--- config.mk ---
export PLATFORM = sky130hd
export DESIGN_NAME = gated_slew_limited_yaw_control
export DESIGN_NICKNAME = d
export VERILOG_FILES = /design/src/design/gsyc_pkg.sv /design/src/design/gsyc_gate.sv /design/src/design/gated_slew_limited_yaw_control.sv
export SDC_FILE = /design/constraint.sdc
export NUM_CORES = 2
export LEC_CHECK = 0
export BUFFER_PORTS_ARGS = -buffer_cell sky130_fd_sc_hd__buf_4
export CAP_MARGIN = 20
export CORE_MARGIN = 3
export CORE_UTILIZATION = 60
export DETAILED_ROUTE_END_ITERATION = 10
export HOLD_SLACK_MARGIN = 0.1
export PLACE_DENSITY = 0.81
export SETUP_SLACK_MARGIN = 0.3
export SYNTH_ARGS = -nofsm -noshare
export SYNTH_HDL_FRONTEND = slang
export SYNTH_HIERARCHICAL = 1
export SYNTH_SLANG_ARGS = --single-unit
--- constraint.sdc ---
create_clock -name i_clk -period 8.3 [get_ports i_clk]
set_clock_uncertainty 0.15 [all_clocks]
set_input_delay 0.415 -clock i_clk [delete_from_list [all_inputs] [get_ports i_clk]]
set_output_delay 0.415 -clock i_clk [all_outputs]
set_load 0.05 [all_outputs]
--- src/design/gsyc_pkg.sv ---
// Shared constants and types for the gated slew-limited yaw controller.
`timescale 1ns / 1ps
package gsyc_pkg;

    // Configuration register indexes
    localparam logic [2:0] CFG_MIN_CONF   = 3'd0;
    localparam logic [2:0] CFG_MAX_AGE    = 3'd1;
    localparam logic [2:0] CFG_YAW_GAIN   = 3'd2;
    localparam logic [2:0] CFG_MAX_RATE   = 3'd3;
    localparam logic [2:0] CFG_MAX_ACCEL  = 3'd4;
    localparam logic [2:0] CFG_FWD_SPEED  = 3'd5;

    localparam int CFG_IDX_W  = 3;
    localparam int CFG_DATA_W = 16;

    // Reset values
    localparam logic [10:0] RST_MIN_CONF  = 11'd512;
    localparam logic [15:0] RST_MAX_AGE   = 16'd200;
    localparam logic [15:0] RST_YAW_GAIN  = 16'd256;
    localparam logic [14:0] RST_MAX_RATE  = 15'd4096;
    localparam logic [15:0] RST_MAX_ACCEL = 16'd4096;
    localparam logic [15:0] RST_FWD_SPEED = 16'd256;

    // Interval is clamped to 26 bits: past that the slew bound exceeds any
    // possible rate step, so the clamp cannot bind.
    localparam int DT_W    = 26;
    // floor(x / 1000) = (x * RECIP) >> RECIP_SH, exact for x < 2**26
    localparam int RECIP_W  = 27;
    localparam logic [RECIP_W-1:0] RECIP = 27'd68719477;
    localparam int RECIP_SH = 36;
    localparam int DELTA_W  = 17;

    typedef struct packed {
        logic             cmd_ok;
        logic [10:0]      conf;
        logic [DT_W-1:0]  dt;
    } t_gate_res;

endpackage

--- src/design/gsyc_gate.sv ---
// Command gating: health/match/confidence/age checks and clamped interval.
`timescale 1ns / 1ps
module gsyc_gate (
    input  logic                  i_healthy,
    input  logic                  i_match_ok,
    input  logic [10:0]           i_match_confidence,
    input  logic [10:0]           i_route_confidence,
    input  logic [31:0]           i_match_time,
    input  logic [31:0]           i_now_time,
    input  logic [10:0]           i_min_confidence,
    input  logic [15:0]           i_max_match_age,
    input  logic [31:0]           i_last_time,
    output gsyc_pkg::t_gate_res   o_res
);
    logic [10:0] conf;
    logic [32:0] age;
    logic [32:0] dt_raw;
    logic        age_bad;

    always_comb begin
        conf    = (i_match_confidence < i_route_confidence) ?
                  i_match_confidence : i_route_confidence;
        // 33-bit differences: bit 32 set means negative
        age     = {1'b0, i_now_time} - {1'b0, i_match_time};
        age_bad = age[32] || (age[31:0] > {16'b0, i_max_match_age});
        dt_raw  = {1'b0, i_now_time} - {1'b0, i_last_time};

        o_res.conf   = conf;
        o_res.cmd_ok = i_healthy && i_match_ok && !(conf < i_min_confidence) && !age_bad;
        if (dt_raw[32]) begin
            o_res.dt = '0;
        end else if (|dt_raw[31:gsyc_pkg::DT_W]) begin
            o_res.dt = '1;
        end else begin
            o_res.dt = dt_raw[gsyc_pkg::DT_W-1:0];
        end
    end
endmodule

--- src/design/gated_slew_limited_yaw_control.sv ---
// Top level of the gated, slew-limited proportional yaw controller.
//
// Channel  Dir  Handshake                    Payload
// -------  ---  ---------------------------  ----------------------------------
// in       in   i_in_valid / o_in_ready      direction error, match flag/conf,
//                                            route conf, timestamps, health
// out      out  o_out_valid / i_out_ready    cmd_valid, yaw_rate, speed_out,
//                                            confidence_out, cmd_time
// cfg      in   i_cfg_we (no wait)           i_cfg_idx, i_cfg_data
//
// One request per cycle sustained while the output is not stalled. Five
// register stages: stage 1 to stage 4, then the result register. Two loops:
// have_last/last_time at the stage 1 gate, and last_rate feeding the final
// clamp in stage 4. The interval multiply and the divide by 1000 sit in
// stages 2 and 3, ahead of the clamp.
// Reset (synchronous, active low) empties all stages and loads the register
// defaults. A stalled output holds each stage that is full; bubbles collapse.
`timescale 1ns / 1ps
module gated_slew_limited_yaw_control (
    input  logic                              i_clk,
    input  logic                              i_rst_n,
    // configuration
    input  logic                              i_cfg_we,
    input  logic [gsyc_pkg::CFG_IDX_W-1:0]    i_cfg_idx,
    input  logic [gsyc_pkg::CFG_DATA_W-1:0]   i_cfg_data,
    // request in
    input  logic                              i_in_valid,
    output logic                              o_in_ready,
    input  logic signed [15:0]                i_direction_error,
    input  logic                              i_match_ok,
    input  logic [10:0]                       i_match_confidence,
    input  logic [10:0]                       i_route_confidence,
    input  logic [31:0]                       i_match_time,
    input  logic [31:0]                       i_now_time,
    input  logic                              i_system_ready,
    input  logic                              i_camera_good,
    input  logic                              i_link_good,
    input  logic                              i_nav_good,
    // result out
    output logic                              o_out_valid,
    input  logic                              i_out_ready,
    output logic                              o_cmd_valid,
    output logic signed [15:0]                o_yaw_rate,
    output logic [15:0]                       o_speed_out,
    output logic [10:0]                       o_confidence_out,
    output logic [31:0]                       o_cmd_time
);
    localparam int DT_W    = gsyc_pkg::DT_W;
    localparam int DELTA_W = gsyc_pkg::DELTA_W;
    localparam int PA_W    = DT_W + 16;
    localparam int Q_W     = DT_W + gsyc_pkg::RECIP_W;

    // ---------------- configuration registers ----------------
    logic [10:0]        r_min_conf;
    logic [15:0]        r_max_age;
    logic signed [15:0] r_yaw_gain;
    logic [14:0]        r_max_rate;
    logic [15:0]        r_max_accel;
    logic [15:0]        r_fwd_speed;

    always_ff @(posedge i_clk) begin
        if (!i_rst_n) begin
            r_min_conf  <= gsyc_pkg::RST_MIN_CONF;
            r_max_age   <= gsyc_pkg::RST_MAX_AGE;
            r_yaw_gain  <= gsyc_pkg::RST_YAW_GAIN;
            r_max_rate  <= gsyc_pkg::RST_MAX_RATE;
            r_max_accel <= gsyc_pkg::RST_MAX_ACCEL;
            r_fwd_speed <= gsyc_pkg::RST_FWD_SPEED;
        end else if (i_cfg_we) begin
            case (i_cfg_idx)
                gsyc_pkg::CFG_MIN_CONF:  r_min_conf  <= i_cfg_data[10:0];
                gsyc_pkg::CFG_MAX_AGE:   r_max_age   <= i_cfg_data;
                gsyc_pkg::CFG_YAW_GAIN:  r_yaw_gain  <= i_cfg_data;
                gsyc_pkg::CFG_MAX_RATE:  r_max_rate  <= i_cfg_data[14:0];
                gsyc_pkg::CFG_MAX_ACCEL: r_max_accel <= i_cfg_data;
                gsyc_pkg::CFG_FWD_SPEED: r_fwd_speed <= i_cfg_data;
                default: ;
            endcase
        end
    end

    // ---------------- stage valids and advance enables ----------------
    logic r_v1, r_v2, r_v3, r_v4, r_ov;
    logic en1, en2, en3, en4, en_o;

    always_comb begin
        en_o = !r_ov || i_out_ready;
        en4  = !r_v4 || en_o;
        en3  = !r_v3 || en4;
        en2  = !r_v2 || en3;
        en1  = !r_v1 || en2;
    end
    assign o_in_ready = en1;

    always_ff @(posedge i_clk) begin
        if (!i_rst_n) begin
            r_v1 <= 1'b0;
            r_v2 <= 1'b0;
            r_v3 <= 1'b0;
            r_v4 <= 1'b0;
            r_ov <= 1'b0;
        end else begin
            if (en1)  r_v1 <= i_in_valid;
            if (en2)  r_v2 <= r_v1;
            if (en3)  r_v3 <= r_v2;
            if (en4)  r_v4 <= r_v3;
            if (en_o) r_ov <= r_v4;
        end
    end

    // ---------------- stage 1: input register, gating ----------------
    logic signed [15:0] r1_err;
    logic               r1_mok, r1_healthy;
    logic [10:0]        r1_mconf, r1_rconf;
    logic [31:0]        r1_mtime, r1_now;

    always_ff @(posedge i_clk) begin
        if (en1) begin
            r1_err     <= i_direction_error;
            r1_mok     <= i_match_ok;
            r1_mconf   <= i_match_confidence;
            r1_rconf   <= i_route_confidence;
            r1_mtime   <= i_match_time;
            r1_now     <= i_now_time;
            r1_healthy <= i_system_ready & i_camera_good & i_link_good & i_nav_good;
        end
    end

    // last valid command timestamp, tracked as requests leave stage 1
    logic        r_have_last;
    logic [31:0] r_last_time;
    gsyc_pkg::t_gate_res gate;

    gsyc_gate u_gate (
        .i_healthy          (r1_healthy),
        .i_match_ok         (r1_mok),
        .i_match_confidence (r1_mconf),
        .i_route_confidence (r1_rconf),
        .i_match_time       (r1_mtime),
        .i_now_time         (r1_now),
        .i_min_confidence   (r_min_conf),
        .i_max_match_age    (r_max_age),
        .i_last_time        (r_last_time),
        .o_res              (gate)
    );

    always_ff @(posedge i_clk) begin
        if (!i_rst_n) begin
            r_have_last <= 1'b0;
            r_last_time <= '0;
        end else if (r_v1 && en2) begin
            r_have_last <= gate.cmd_ok;
            if (gate.cmd_ok) r_last_time <= r1_now;
        end
    end

    // ---------------- stage 2: both multiplies ----------------
    logic signed [15:0] r2_err;
    logic               r2_ok, r2_have;
    logic [10:0]        r2_conf;
    logic [31:0]        r2_now;
    logic [DT_W-1:0]    r2_dt;

    always_ff @(posedge i_clk) begin
        if (en2) begin
            r2_err  <= r1_err;
            r2_ok   <= gate.cmd_ok;
            r2_have <= r_have_last;
            r2_conf <= gate.conf;
            r2_now  <= r1_now;
            r2_dt   <= gate.dt;
        end
    end

    logic [PA_W-1:0]    s2_pa;
    logic [DT_W-1:0]    s2_pa_sat;
    logic signed [31:0] s2_prod;

    always_comb begin
        s2_pa   = {16'b0, r2_dt} * {{DT_W{1'b0}}, r_max_accel};
        // beyond 2**26 the slew bound is already wider than any rate step
        s2_pa_sat = (|s2_pa[PA_W-1:DT_W]) ? '1 : s2_pa[DT_W-1:0];
        s2_prod = 32'(r2_err) * 32'(r_yaw_gain);
    end

    // ---------------- stage 3: divide by 1000, round and saturate ----------------
    logic               r3_ok, r3_have;
    logic [10:0]        r3_conf;
    logic [31:0]        r3_now;
    logic [DT_W-1:0]    r3_pa;
    logic signed [31:0] r3_prod;

    always_ff @(posedge i_clk) begin
        if (en3) begin
            r3_ok   <= r2_ok;
            r3_have <= r2_have;
            r3_conf <= r2_conf;
            r3_now  <= r2_now;
            r3_pa   <= s2_pa_sat;
            r3_prod <= s2_prod;
        end
    end

    logic [Q_W-1:0]     s3_q;
    logic [DELTA_W-1:0] s3_delta;
    logic signed [31:0] s3_sum;
    logic signed [23:0] s3_round;
    logic signed [23:0] s3_max;
    logic signed [15:0] s3_rate;

    always_comb begin
        s3_q     = {{gsyc_pkg::RECIP_W{1'b0}}, r3_pa} * {{DT_W{1'b0}}, gsyc_pkg::RECIP};
        s3_delta = s3_q[gsyc_pkg::RECIP_SH +: DELTA_W];
        // round half up, Q11.20 -> Q3.12 (arithmetic shift floors)
        s3_sum   = r3_prod + 32'sd128;
        s3_round = s3_sum[31:8];
        s3_max   = signed'({9'b0, r_max_rate});
        if (s3_round > s3_max) begin
            s3_rate = s3_max[15:0];
        end else if (s3_round < -s3_max) begin
            s3_rate = 16'(-s3_max);
        end else begin
            s3_rate = s3_round[15:0];
        end
    end

    // ---------------- stage 4: slew clamp against last rate ----------------
    logic               r4_ok, r4_have;
    logic [10:0]        r4_conf;
    logic [31:0]        r4_now;
    logic [DELTA_W-1:0] r4_delta;
    logic signed [15:0] r4_rate;
    logic signed [15:0] r_last_rate;

    always_ff @(posedge i_clk) begin
        if (en4) begin
            r4_ok    <= r3_ok;
            r4_have  <= r3_have;
            r4_conf  <= r3_conf;
            r4_now   <= r3_now;
            r4_delta <= s3_delta;
            r4_rate  <= s3_rate;
        end
    end

    logic signed [17:0] s4_lo, s4_hi, s4_rt, s4_dl;
    logic signed [15:0] n_last_rate;

    always_comb begin
        s4_dl = signed'({1'b0, r4_delta});
        s4_lo = 18'(r_last_rate) - s4_dl;
        s4_hi = 18'(r_last_rate) + s4_dl;
        s4_rt = 18'(r4_rate);
        if (r4_have) begin
            if (s4_rt < s4_lo) s4_rt = s4_lo;
            if (s4_rt > s4_hi) s4_rt = s4_hi;
        end
        // clamped value lies between saturated rate and last rate: fits 16 bits
        n_last_rate = s4_rt[15:0];
    end

    always_ff @(posedge i_clk) begin
        if (!i_rst_n) begin
            r_last_rate <= '0;
        end else if (r_v4 && en_o && r4_ok) begin
            r_last_rate <= n_last_rate;
        end
    end

    // ---------------- result register ----------------
    logic               r_cmd_valid;
    logic signed [15:0] r_yaw_rate;
    logic [15:0]        r_speed;
    logic [10:0]        r_conf_out;
    logic [31:0]        r_cmd_time;

    always_ff @(posedge i_clk) begin
        if (en_o) begin
            r_cmd_valid <= r4_ok;
            r_yaw_rate  <= r4_ok ? n_last_rate : 16'sd0;
            r_speed     <= r4_ok ? r_fwd_speed : 16'd0;
            r_conf_out  <= r4_conf;
            r_cmd_time  <= r4_now;
        end
    end

    assign o_out_valid      = r_ov;
    assign o_cmd_valid      = r_cmd_valid;
    assign o_yaw_rate       = r_yaw_rate;
    assign o_speed_out      = r_speed;
    assign o_confidence_out = r_conf_out;
    assign o_cmd_time       = r_cmd_time;

endmodule
# Word-level counts from Yosys, hierarchy flattened
# Index checks and enable logic that the tools add are counted.
# word_totals
out_inout_bits	78
inputBits	131
word_cells	106
reg_bits	592
# classes
n_lt_le_gt_ge	7
add_sub_neg	6
n_mux	8
eq_ne	5
n_reduce_logical	29
bitwise_logic	3
n_mul	3
# ops
cell	n
subtractor 32 x 32 -> 33 bit	2
multiplier 26 x 27 -> 53 bit (second input constant)	1
2-to-1 mux 16 bit	3
multiplier 26 x 16 -> 42 bit	1
2-to-1 mux 18 bit	2
adder 32 x 9 -> 32 bit (second input constant)	1
greater-than comparator 32 x 16 -> 1 bit	1
multiplier 16 x 16 -> 32 bit	1
2-to-1 mux 26 bit	1
greater-than comparator 24 x 16 -> 1 bit	1
less-than comparator 24 bit	1
negation 15 -> 24 bit	1
less-than comparator 11 bit	2
adder 16 x 18 -> 18 bit	1
greater-than comparator 18 bit	1
less-than comparator 16 x 18 -> 1 bit	1
subtractor 16 x 18 -> 18 bit	1
OR reduction 16 bit	1
2-to-1 mux 15 bit	1
AND reduction 2 bit	7
2-to-1 mux 11 bit	1
logical NOT 1 bit	7
== test 3 x 2 -> 1 bit (second input constant)	2
== test 3 bit (second input constant)	2
other kinds (6)	18

# Depth between registers and ports, before layout
# logic_depth
word_depth	7
depth_mapped	35
mapped_depth_nobuf	32

# Modules after synthesis
# The synthesis kept the hierarchy.
# modules_own_cells
module	instances	seq_area_each_um2	cells_each	area_per_inst_um2
gated_slew_limited_yaw_control	1	16125.5	5472	56643.1
gsyc_gate	1	0.0	747	5014.8

# Worst setup path after synthesis
# OpenSTA, ideal clock, no wires.
# synth_timing
kind	reg2reg
startpoint	register r_max_accel[9]
endpoint	register r3_pa[10] (data pin)
slack_ns	1.228
setup_ns	0.255
path_buffers	3
path_stages_with_launch	25
arrival_time_ns	6.667
t_required_ns	7.895
period_less_slack_ns	7.072
cell_sequence	dfxtp_1 -> clkbuf_1 -> clkbuf_1 -> nand2_1 -> fa_1 -> inv_1 -> fa_1 -> fa_1 -> fa_1 -> fa_1 -> inv_1 -> fa_1 -> inv_1 -> ha_1 -> a21oi_1 -> o21ai_1 -> or3_1 -> o21ai_2 -> o21ai_1 -> a211o_1 -> o22ai_2 -> nand4_2 -> nor4_4 -> buf_6 -> nand2_2
# synth_between
elab_chain_len	2
# synth_rtl
element	line_no	text
start, declared	gated_slew_limited_yaw_control.sv:58	logic [15:0] r_max_accel;
start signal, assigned	gated_slew_limited_yaw_control.sv:67	r_max_accel <= gsyc_pkg::RST_MAX_ACCEL;
start signal, assigned	gated_slew_limited_yaw_control.sv:75	gsyc_pkg::CFG_MAX_ACCEL: r_max_accel <= i_cfg_data;
multiplier 26 x 16 -> 42 bit *	gated_slew_limited_yaw_control.sv:180	s2_pa = {16'b0, r2_dt} * {{DT_W{1'b0}}, r_max_accel};
OR reduction 16 bit	gated_slew_limited_yaw_control.sv:182	s2_pa_sat = (|s2_pa[PA_W-1:DT_W]) ? '1 : s2_pa[DT_W-1:0];
end signal, assigned	gated_slew_limited_yaw_control.sv:199	r3_pa <= s2_pa_sat;
end, declared	gated_slew_limited_yaw_control.sv:190	logic [DT_W-1:0] r3_pa;
# Mark *: on every way between the ends. The rest lies on a longest branch, timed or not.
# A chain may end at the register's enable or synchronous reset.

# Worst setup path in the final report
# layout_timing
startpoint	register r2_dt[15]
endpoint	register r3_pa[4] (data pin)
# layout_between
elab_chain_len	2
# layout_rtl
element	line_no	text
start, declared	gated_slew_limited_yaw_control.sv:162	logic [DT_W-1:0] r2_dt;
start signal, assigned	gated_slew_limited_yaw_control.sv:171	r2_dt <= gate.dt;
multiplier 26 x 16 -> 42 bit	gated_slew_limited_yaw_control.sv:180	
OR reduction 16 bit	gated_slew_limited_yaw_control.sv:182	
# Every way passes these cells.

==> Flow_metrics.wiki <==
{| class="wikitable"
! Metric !! Value
|-
| Result of the run || finished, final reports clean
|-
| Total DRC errors in the routed layout || 0
|-
| Remaining global-route overflow || 0
|-
| Largest net degree at the start of global routing || 89
|-
| Vias in the first global route || 47946
|-
| Initial antenna violation count || 10
|-
| Core region area || 101000 um^2
|-
| Maximum capacitance violations || 0
|-
| Via count normalized by instance count || 5.747
|-
| Sort of element at the end of the critical path || flop
|-
| Clock latency at the later pin of the worst-skew pair || 0.64 ns
|-
| Synth Area in Simple Gates || 13.38%
|-
| Total area of multi-input combinational cells || 40330 um^2
|-
| Synth area leaders || fa_1 26%, edfxtp_1 21%, ha_1 14%
|-
| Synth Area in Adders || 39.87%
|-
| Count of yosys warnings during synthesis || 6
|-
| Combinational family with the most area after synthesis || adder cells
|-
| Total GRT Usage || 30.89%
|-
| TritonCTS buffer count || 66
|-
| Final-report max-slew violation count || 0
|-
| Wire length reported by the detailed router || 162000 um
|-
| Critical path data required time || 8.53 ns
|-
| Count of cells along the worst register-to-register path || 24
|-
| Clock edge transition at the registers on the reported setup and hold paths || 0.07 ns
|-
| Cell count after placement || 7622
|-
| Measured slew at the worst slew-check pin || 1.082 ns
|-
| Number of flops mapped to enable cells by yosys || 441
|-
| Area fraction of the dominant cell type after synthesis || 26.33%
|-
| Crit path capture || r3_pa[4]
|-
| Sequential cell area || 16130 um^2
|-
| I/O pin count || 209
|-
| Post-synthesis to final-layout area growth || 10.48%
|-
| Half-perimeter wire length after placement || 122300 um
|-
| Cell taking the most area after synthesis || fa_1
|-
| Final total negative setup slack || 0 ns
|-
| Routed Antenna Nets || 0
|-
| Compound-Gate Fraction of Synth Area || 8.799%
|-
| Port Buffer Count || 208
|-
| Mean post-synth cell area || 9.914 um^2
|-
| Synthesized instance count || 6219
|-
| Weighted congestion at the end of routability-driven global placement || 0.9828
|-
| Floorplan die height || 326.6 um
|-
| Htree depth || 3
|-
| Buffer type at the clock tree root || clkbuf_16
|-
| Floorplan die area || 106600 um^2
|-
| Fill cell count || 7593
|-
| Post-synth design cell area || 61660 um^2
|-
| Number of sinks on the clock net || 585
|-
| Clock tree buffer depth || 3
|-
| CP Data Arrival Time || 7.84 ns
|-
| Unique cell type count in the Yosys netlist || 96
|-
| Post-Synthesis Net Count || 7828
|-
| Most used DFF post-synth || edfxtp_1
|-
| Capturing point of the worst reg2reg path || r3_pa[4]
|-
| Class of the most critical setup path || reg -> reg
|-
| Number of hold violations in the final report || 0
|-
| Leak Pwr || 0.03154 uW
|-
| Wire per inst || 20.56 um
|-
| Category of the worst setup path launch point || flop
|-
| Register area share after synthesis || 26.15%
|-
| Async set or reset register ratio after synthesis || 0%
|-
| DIE WIDTH || 326.6 um
|-
| Final #Nets || 8078
|-
| Setup repair after global routing missed its margin || false
|-
| Starting utilization of the core area || 61.04%
|-
| Fraction of final layout cells with drive strength greater than 1 || 7.209%
|-
| Synthesis-stage register bit count || 585
|-
| Power density cells || 148.3 nW/um^2
|-
| Final count of negative-setup-slack endpoints || 0
|-
| Via Count || 45296
|-
| Global-route wire length before repair || 258600 um
|-
| Register-to-register path setup slack || 0.69 ns
|-
| Period utilisation layout || 91.68%
|-
| Clock tree from TritonCTS || yes
|-
| FF-to-FF Start || r2_dt[15]
|-
| Beginning of the critical path || r2_dt[15]
|-
| Maximum clock frequency || 0.1314 GHz
|-
| Cell row count || 116
|-
| Highest fanout seen on the critical path || 26
|-
| Worst supply voltage drop on vdd || 194.5 uV
|-
| Post-layout instance count excluding filler cells || 7882
|-
| Share of the synthesized netlist area taken by xor and xnor gates || 2.557%
|-
| Number of optimization iterations in the first detailed-route pass || 8
|-
| Crit path time final || 7.609 ns
|-
| Share of cell area taken by muxes after synthesis || 0.7285%
|-
| Relative max-transition margin || 27.89%
|-
| Count of routing violations after the opening detailed-route iteration || 3675
|-
| Type of the worst min-delay path || in -> reg
|}
## how the worst min path moves through the flow
stage | from | to | slack [ns] | depth (start not counted)
6_report | i_cfg_idx[1] | r_yaw_gain[7] | 0.11 | 5
5_1_grt | i_cfg_idx[1] | r_yaw_gain[4] | 0.13 | 5
4_1_cts | i_cfg_idx[0] | r_yaw_gain[4] | 0.16 | 4
3_5_place_dp | r4_now[0] | o_cmd_time[0] | 0.25 | 0
3_3_place_gp | r3_now[1] | r4_now[1] | 0.25 | 0
2_1_floorplan | r4_now[0] | o_cmd_time[0] | 0.25 | 0
## flip-flops by register name (all words and copies together) (netlist names), 17 cells and up
register / count
o_cmd_time: 32
r1_mtime: 32
r1_now: 32
r2_dt: 26
r2_now: 32
r3_now: 32
r3_pa: 26
r3_prod: 25
r4_delta: 17
r4_now: 32
r_last_time: 32
## critical path: stages (launching register included)
cell and delay [ns]:
edfxtp_1 0.62, buf_4 0.27, and2_1 0.18, fa_1 0.51
inv_1 0.06, fa_1 0.56, inv_1 0.06, fa_1 0.51
fa_1 0.44, fa_1 0.54, inv_1 0.05, fa_1 0.52
inv_1 0.04, ha_1 0.36, a21oi_1 0.23, o21ai_0 0.15
or3_1 0.40, o21ai_2 0.30, o221ai_1 0.18, o41a_1 0.16
nor4_4 0.25, nand4_2 0.16, nor4_4 0.24, buf_6 0.29
nand2_1 0.10
## synth_stat cells (9+ instances only)
cell type,instances
inv_1,1178
fa_1,811
nand2_1,746
ha_1,667
edfxtp_1,441
and2_1,372
a21oi_1,369
clkbuf_1,186
nor2_1,169
dfxtp_1,144
xnor2_1,125
o21ai_0,114
a21o_1,65
nand3_1,62
nor3_1,58
xor2_1,55
nand4_1,52
o21a_1,44
nand2b_1,42
nor2b_1,42
and3_1,34
o21bai_1,30
a211oi_1,26
or3_1,26
a31oi_1,25
mux2i_1,21
mux2_2,20
nand2_2,20
o211ai_1,18
o21ai_1,16
buf_2,14
or2_2,14
o31ai_1,11
and4_1,10
nand3b_1,10
a221oi_1,9
## metal layers
metal	global-route usage, %	part of all wire [%]	up-vias
li1	-	-	20576
met1	40.19	40	22212
met2	49.71	46	2036
met3	7.482	9.8	458
met4	12.98	4.6	14
met5	0	0.052	-
## report_power, final
part / leakage (uW) / internal (uW) / switching, uW
Combinational: 0.0246 / 1460 / 2040
Sequential: 0.00584 / 3380 / 241
Clock: 0.00106 / 1700 / 1280
Total: 0.0315 / 6540 / 3560
## cells in the final DEF, fill, tap and decap left out, drive strengths merged, types with 20 or more instances in the layout
| cell type | n |
|---|---|
| a211oi | 27 |
| a21o | 66 |
| a21oi | 371 |
| a31oi | 26 |
| and2 | 374 |
| and3 | 35 |
| buf | 265 |
| clkbuf | 91 |
| dfxtp | 144 |
| dlygate4sd3 | 126 |
| edfxtp | 441 |
| fa | 811 |
| ha | 667 |
| inv | 1183 |
| mux2 | 20 |
| mux2i | 22 |
| nand2 | 766 |
| nand2b | 42 |
| nand3 | 62 |
| nand4 | 53 |
| nor2 | 169 |
| nor2b | 42 |
| nor3 | 58 |
| o21a | 44 |
| o21ai | 132 |
| o21bai | 31 |
| or3 | 28 |
| xnor2 | 125 |
| xor2 | 55 |
## kinds of logic (layout without fill, tap and decap cells)
group / Yosys count / count (layout)
AOI/OAI and AO/OA: 856 / 856
xor gates and xnor gates: 180 / 180
adders and majority gates: 1478 / 1478
buffers and inverters: 1388 / 1689
DFF: 585 / 585
muxes: 42 / 42
other: 0 / 5
and+or+nand+nor: 1690 / 1690
## repair_timing
action / CTS / global route
hold buffers: 125 / 1
setup buffers: 0 / 9
hold endpoints to repair: 200 / 6
endpoints found under the setup margin: 0 / 26
gates resized for setup: 0 / 9
## cell type report
class | count | share of cell area, %
Multi-Input combinational cell | 4246 | 59.21
Sequential cell | 585 | 23.68
Inverter | 1179 | 6.511
Timing Repair Buffer | 391 | 4.851
Clock buffer | 91 | 2.746
Tap cell | 1357 | 2.492
Clock inverter | 28 | 0.4904
Antenna cell | 5 | 0.01837
## metrics by stage
stage | worst slack (ns) | hold WS, ns | power (uW) | instance area [um^2] | util [%]
floorplan | 1.228 | 0.2503 | 6135 | 61660 | -
global placement | 0.6488 | 0.2507 | 6942 | 64520 | 63.87
global route | 0.2958 | 0.1330 | 10710 | 68120 | 67.43
CTS | 0.5571 | 0.1575 | 10060 | 67980 | 67.29
detailed placement | 0.5532 | 0.2545 | 7033 | 64520 | 63.87
finish | 0.6905 | 0.1124 | 10100 | 68120 | 67.43
Power figures use the tool's default switching activity.
